File: src/design/dbsf_pkg.sv
// ---------------------------------------------------------------------------
// dbsf_pkg
// Shared constants and types for the dilated box subsample filter.
// ---------------------------------------------------------------------------
package dbsf_pkg;

  localparam int DEF_MAX_WIDTH = 1024;
  localparam int DEF_MAX_STEP  = 4;
  localparam int MAX_HEIGHT    = 1024;
  localparam int CNT_W         = 21;

  // Register indexes.
  localparam logic [1:0] REG_WIDTH  = 2'd0;
  localparam logic [1:0] REG_HEIGHT = 2'd1;
  localparam logic [1:0] REG_STEP   = 2'd2;
  localparam logic [1:0] REG_CHAN4  = 2'd3;

  // Input commands.
  localparam logic CMD_PIXEL = 1'b0;
  localparam logic CMD_DRAIN = 1'b1;

  typedef enum logic [2:0] {
    ST_IDLE,
    ST_READ,
    ST_DIV,
    ST_OUT
  } state_t;

  // Accumulated neighborhood handed to the divider.
  typedef struct packed {
    logic [11:0] sum0;
    logic [11:0] sum1;
    logic [11:0] sum2;
    logic [11:0] sum3;
    logic [3:0]  count;
  } acc_t;

endpackage

File: src/design/dbsf_divider.sv
// ---------------------------------------------------------------------------
// dbsf_divider
// Restoring divider of four 12-bit channel sums by a count of 1 to 9.
// ---------------------------------------------------------------------------
module dbsf_divider (
  input  logic             clk,
  input  logic             rst,
  input  logic             start,
  input  dbsf_pkg::acc_t   acc,
  output logic             done,
  output logic [31:0]      quot
);

  logic [11:0] rem  [4];
  logic [11:0] num  [4];
  logic [3:0]  dvs;
  logic [3:0]  bit_cnt;
  logic        busy;

  // One quotient bit per channel per cycle while busy.
  always_ff @(posedge clk) begin
    if (rst) begin
      busy <= 1'b0;
      done <= 1'b0;
    end else begin
      done <= 1'b0;
      if (start) begin
        busy    <= 1'b1;
        bit_cnt <= 4'd11;
      end else if (busy) begin
        if (bit_cnt == 4'd0) begin
          busy <= 1'b0;
          done <= 1'b1;
        end
        bit_cnt <= bit_cnt - 4'd1;
      end
    end
  end

  always_ff @(posedge clk) begin
    if (start) begin
      num[0] <= acc.sum0;
      num[1] <= acc.sum1;
      num[2] <= acc.sum2;
      num[3] <= acc.sum3;
      for (int c = 0; c < 4; c++) begin
        rem[c] <= '0;
      end
      dvs <= (acc.count == 4'd0) ? 4'd1 : acc.count;
    end else if (busy) begin
      for (int c = 0; c < 4; c++) begin
        logic [12:0] trial;
        trial = {rem[c], num[c][11]};
        if (trial >= {9'd0, dvs}) begin
          rem[c] <= 12'(trial - {9'd0, dvs});
          num[c] <= {num[c][10:0], 1'b1};
        end else begin
          rem[c] <= trial[11:0];
          num[c] <= {num[c][10:0], 1'b0};
        end
      end
    end
  end

  // Quotients are at most 255, so the low byte suffices.
  assign quot = {num[3][7:0], num[2][7:0], num[1][7:0], num[0][7:0]};

endmodule
File: config.mk
export PLATFORM = sky130hd
export DESIGN_NAME = dbsf_divider
export DESIGN_NICKNAME = d
export VERILOG_FILES = /design/src/design/dbsf_pkg.sv /design/src/design/dbsf_divider.sv
export SDC_FILE = /design/constraint.sdc
export NUM_CORES = 1
export LEC_CHECK = 0
export BUFFER_PORTS_ARGS = -buffer_cell sky130_fd_sc_hd__buf_4
export CAP_MARGIN = 20
export CORE_MARGIN = 2
export CORE_UTILIZATION = 39
export DETAILED_ROUTE_END_ITERATION = 16
export PLACE_DENSITY = 0.6
export REMOVE_ABC_BUFFERS = 1
export SLEW_MARGIN = 20
export SYNTH_ARGS = -nofsm -noshare
export SYNTH_HDL_FRONTEND = slang
export SYNTH_SLANG_ARGS = --single-unit
File: constraint.sdc
create_clock -name clk -period 3.55 [get_ports clk]
set_input_delay 1.065 -clock clk [delete_from_list [all_inputs] [get_ports clk]]
set_output_delay 1.065 -clock clk [all_outputs]
set_load 0.005 [all_outputs]
==> out/results.tsv, run 1 <==
metric	value	unit
YS warnings	0	
FMAX	0.3438	GHz
vias in the first global route	4325	
Final Cycle Share	81.92	%
core area	15310	µm²
CTS Root Cell	clkbuf_16	
most frequent cells in the layout	nand2_1 (157), edfxtp_1 (104), buf_4 (92)	
Critical Path End Type	register	
placed wire-length estimate	8567	µm
Max-Cap Viols	0	
htree depth	3	
Routed Antenna Nets	0	
share of cells above drive strength 1	19.28	%
flops & latches, synth	106	
Setup Fix Bufs, Post-CTS	0	
Skew-Pair Late Insertion Delay	0.36	ns
Overflow after GRT	0	
deepest clock path buffer count	2	
Remaining DRCs	0	
die height	129.5	µm
Cell Rows	45	
initial antenna violation count	0	
WS Path Type	register to register	
routed via count	4562	
asr flop ratio synth	0	%
Final Max Tran Viols	0	
Post-Synthesis Cell Area	6140	µm²
Area growth syn-to-layout	15.57	%
number of synthesized flops with an enable pin	104	
Fin. Hold Viols	0	
total track usage	15.96	%
clock slew at reported path FFs	0.08	ns
Synth Flop Type	edfxtp_1	
worst-margin pin slew	0.9682	ns
Leak	2.901	nW
Initial Util	40.09	%
Vias per Instance	5.214	
CTS resizes	0	
ANT cells	0	
num ports	88	
crit-path max FO	11	
I/O Buffers	87	
Clock Skew	0.01070	ns
synth unique cells	61	
Final setup viols	0	
status	finished clean	
register area share after synthesis	51.52	%
Routed WL	12850	µm
CTS buffer count	9	
TritonCTS clock tree	done	
setup ws final	0.6417	ns
Max VDD drop	0.3537	mV
Post-CTS Hold Buffers	0	
Finished Cell Area	7096	µm²
most common cell after layout, fill and taps aside	nand2_1	
Initial DRC Count	368	
worst rel slew slack	35.45	%
Final TNS setup	0	ns
Startpoint Class	register	
Syn Inst Count	616	
largest net degree at the start of global routing	90	
DP Worst Slack	0.4978	ns
Final min period	2.908	ns
worst hold path class	register to register	
first-pass GRT wire length	21220	µm
placed cell area	6769	µm²
Worst Path Arrival	3.11	ns
die area	16760	µm²
WP data required	3.76	ns
Avg Synthesized Cell Area	9.967	µm²
DRT Pass-1 Iters	4	
RSZ-0062 raised after global routing	no	
fin nets	735	
Die W	129.5	µm
PwrDens	471.1	nW/µm²
routability cong.	0.8152	
clock sinks	106	
WL/cell	14.69	µm
[worst paths after layout]
check | from | endpoint | slack (ns) | cells after the start
setup / recovery | dvs[1] | rem[0][11] | 0.64 | 7
hold / removal | num[2][8] | num[2][9] | 0.51 | 2
setup reg to reg | dvs[1] | rem[0][11] | 0.64 | 7
hold reg to reg | num[2][8] | num[2][9] | 0.51 | 2
[layer usage]
metal / wire, µm / GRT usage (%) / up-vias
met3: 500 / 4.129 / 11
li1: - / - / 2270
met5: 0 / 0 / -
met2: 6277 / 26.38 / 82
met4: 134 / 3.858 / 0
met1: 5939 / 21.15 / 2199
[stage by stage]
stage	power, mW	util [%]	hold slack (ns)	cells
after global routing	3.514	46.33	0.5420	875
after floorplan	2.028	-	0.4836	555
after global placement	2.248	44.20	0.4911	859
final	3.343	46.33	0.5114	875
after CTS	3.374	46.33	0.5109	875
after detailed placement	2.264	44.20	0.4906	859
[flip-flops by register name (all words and copies together), names as in the netlist]
signal   flops
dvs          4
busy         1
rem         48
done         1
bit_cnt      4
num         48
[layout make-up]
| class | count | area [µm²] |
|---|---|---|
| multi-input combinational | 430 | 2559 |
| fill | 1494 | 8219 |
| timing repair buffer | 93 | 710.7 |
| sequential | 106 | 3163 |
| clock buffer | 9 | 225.2 |
| inverter | 19 | 72.57 |
| clock inverter | 7 | 101.3 |
| tap | 211 | 264.0 |
[worst max-delay path: stages (launching register included)]
cell and delay [ns]:
edfxtp_1 0.51, inv_1 0.24, ha_1 0.28, nor2b_1 0.14, o211a_1 0.24, or4_1 0.67
or4_1 0.52, a21oi_1 0.15
[logic make-up after synthesis]
| family | count (synthesis) | share of synthesized area (%) |
|---|---|---|
| adders and majority gates | 21 | 4.769 |
| muxes | 7 | 1.162 |
| and+or+nand+nor | 295 | 23.66 |
| buffers and inverters | 80 | 7.051 |
| DFF | 106 | 51.52 |
| xor gates and xnor gates | 6 | 0.8559 |
| AOI/OAI and AO/OA | 101 | 10.98 |
[synth_stat cells (5+ instances only)]
| cell | count | area [µm²] |
|---|---|---|
| or3_1 | 9 | 56.30 |
| or4_1 | 10 | 75.07 |
| a21oi_1 | 34 | 170.2 |
| nor2_1 | 31 | 116.4 |
| nor3_1 | 12 | 60.06 |
| edfxtp_1 | 104 | 3123 |
| xnor2_1 | 6 | 52.55 |
| nor4_1 | 10 | 62.56 |
| nand4_1 | 6 | 37.54 |
| nand2b_1 | 11 | 68.82 |
| a21o_1 | 5 | 37.54 |
| o21a_1 | 7 | 52.55 |
| nor2b_1 | 8 | 50.05 |
| nand3_1 | 10 | 50.05 |
| buf_4 | 32 | 240.2 |
| o21ai_0 | 19 | 95.09 |
| inv_1 | 19 | 71.32 |
| o31ai_1 | 8 | 60.06 |
| nand2_1 | 157 | 589.3 |
| mux2i_1 | 6 | 60.06 |
| ha_1 | 17 | 212.7 |
| a211oi_1 | 8 | 60.06 |
| clkbuf_1 | 20 | 75.07 |
[power breakdown]
group	total (mW)	leakage [nW]	switching [mW]	internal (mW)
sequential	1.60	1.09	0.0864	1.52
combinational	0.633	1.66	0.343	0.290
clock	1.11	0.152	0.484	0.624
total	3.34	2.90	0.913	2.43
Power figures use the tool's default switching activity.
==> run 2, diff against run 1 <==
PLACE_DENSITY = 0.58   (was 0.6)
clock period = 3 ns   (was 3.55 ns; I/O delays follow)
==> out/results.tsv, run 2 (synthesis gave the netlist of run 1 again) <==
metric	value	unit	change
Max VDD drop	0.2818	mV	-20%
Post-CTS Hold Buffers	0		unchanged
initial antenna violation count	0		unchanged
total track usage	16.62	%	+0.66 points
Routed WL	13200	µm	+2.7%
Fillers	1521		+1.8%
num ports	88		unchanged
Clock Skew	0.006545	ns	-0.004151 ns
crit-path max FO	11		unchanged
PwrDens	545.4	nW/µm²	+16%
status	finished clean		
Remaining DRCs	0		unchanged
Max-Cap Viols	0		unchanged
TritonCTS clock tree	done		
CTS resizes	0		unchanged
Skew-Pair Late Insertion Delay	0.36	ns	about the same
Setup Fix Bufs, Post-CTS	0		unchanged
Critical Path End Type	register		
deepest clock path buffer count	2		unchanged
largest net degree at the start of global routing	97		+7.8%
crit-path cells	inv_1 > ha_1 > nor2b_1 > o211a_1 > or4_1 > or4_1 > a21oi_1		
Cell Rows	45		unchanged
FMAX	0.3587	GHz	+4.3%
CTS buffer count	9		unchanged
Worst R2R Setup Slack	0.21	ns	-0.43 ns
Critical R2R Launch	dvs[1]		
core area	15310	µm²	unchanged
Finished Cell Area	7107	µm²	+0.16%
FF+latch area	3163	µm²	unchanged
WP buf/inv	1		unchanged
Final Max Tran Viols	0		unchanged
placed wire-length estimate	8695	µm	+1.5%
Leak	2.905	nW	+0.13%
clock slew at reported path FFs	0.08	ns	about the same
Die W	129.5	µm	unchanged
share of cells above drive strength 1	19.64	%	+0.36 points
Initial DRC Count	304		-17%
most frequent cells in the layout	nand2_1 (157), edfxtp_1 (104), buf_4 (94)		
placed cell area	6804	µm²	+0.52%
Area growth syn-to-layout	15.75	%	
CTS Root Cell	clkbuf_16		
Fin. Hold Viols	0		unchanged
routability cong.	0.8288		+1.7%
Routed Antenna Nets	0		unchanged
WL/cell	15.03	µm	+2.3%
multi-input logic area	2559	µm²	unchanged
Final min period	2.788	ns	-0.1205 ns
RSZ-0062 raised after global routing	no		
critical path depth in cells	7		unchanged
most used cell, CP	or4_1		
final core occ	46.41	%	+0.074 points
CP max stage delay	0.66	ns	about the same
Final setup viols	0		unchanged
CP top delay family	simple AND/OR/NAND/NOR gates		
Vias per Instance	5.159		-1.0%
Regs by FF count	num: 48 flops, rem: 48 flops		
worst r2r path cells	7		unchanged
worst rel slew slack	50.98	%	+16 points
clock sinks	106		unchanged
Critical Path Sink	rem[0][11]		
WS Path Type	register to register		
DRT Pass-1 Iters	4		unchanged
first-pass GRT wire length	22030	µm	+3.8%
WP data required	3.20	ns	-0.56 ns
Overflow after GRT	0		unchanged
most common cell after layout, fill and taps aside	nand2_1		
I/O Buffers	87		unchanged
fin nets	738		+0.41%
R2R Path End	rem[0][11]		
Overall Power	3.876	mW	+16%
die height	129.5	µm	unchanged
Worst Setup SP	dvs[1]		
Final Cycle Share	92.93	%	+11 points
die area	16760	µm²	unchanged
ANT cells	0		unchanged
Worst Path Arrival	2.99	ns	-0.12 ns
worst hold path class	register to register		
vias in the first global route	4435		+2.5%
Startpoint Class	register		
routed via count	4530		-0.70%
Worst path slowest cell	or4_1		
worst-margin pin slew	0.7354	ns	-0.2328 ns
Initial Util	40.09	%	unchanged
htree depth	3		unchanged
-- run 2: changes by cell type in the layout (fill, tap and decap cells not counted), sizes merged --
cell | before | now
clkinv | 3 | 2
clkinvlp | 2 | 4
bufinv | 2 | 1
buf | 93 | 96
-- run 2: how the worst min path moves through the flow --
stage / startpoint / end / slack, ns / depth (start not counted)
finish: num[0][8] / num[0][9] / 0.51 / 2
global route: num[1][10] / num[1][11] / 0.53 / 2
CTS: num[0][8] / num[0][9] / 0.51 / 2
detailed placement: num[3][10] / num[3][11] / 0.50 / 2
global placement: num[0][8] / num[0][9] / 0.49 / 2
floorplan: num[0][9] / num[0][10] / 0.48 / 2
-- run 2: area by class of cell --
cell class	instances	area share, %
Sequential cell	106	44.51
Clock buffer	9	3.169
Multi-Input combinational cell	430	36.00
Tap cell	211	3.715
Inverter	19	1.021
Timing Repair Buffer	96	10.49
Clock inverter	7	1.092
-- run 2: through the flow --
| stage | worst slack [ns] | hold slack, ns | cells | TNS (ns) |
|---|---|---|---|---|
| 6_report | 0.2122 | 0.5098 | 878 | 0 |
| 5_1_grt | 0.004488 | 0.5332 | 878 | 0 |
| 4_1_cts | 0.2072 | 0.5079 | 878 | 0 |
| 3_5_place_dp | 0.2337 | 0.4982 | 862 | 0 |
| 3_3_place_gp | 0.3290 | 0.4906 | 862 | 0 |
| 2_1_floorplan | -1.558 | 0.4836 | 555 | -76.46 |
-- run 2: tightest hold or removal path: cells and delay by family, from the launching register on --
kind | cells | cell delay, ns
and+or+nand+nor | 2 | 0.10
DFF | 1 | 0.32
-- run 2: where the power goes --
group          switching, mW  total, mW  leakage (nW)  internal, mW
sequential             0.101       1.90          1.09          1.79
clock                  0.567       1.22         0.134         0.652
combinational          0.413      0.762          1.68         0.349
total                   1.08       3.88          2.90          2.80
-- run 2: per-layer routing --
| layer | track usage (%) | routed length [µm] | up-vias | share of wire, % |
|---|---|---|---|---|
| met3 | 3.303 | 421 | 13 | 3.2 |
| met1 | 22.37 | 6140 | 2172 | 47 |
| li1 | - | - | 2271 | - |
| met5 | 0 | 0 | - | 0 |
| met4 | 6.705 | 227 | 0 | 1.7 |
| met2 | 26.47 | 6406 | 74 | 49 |
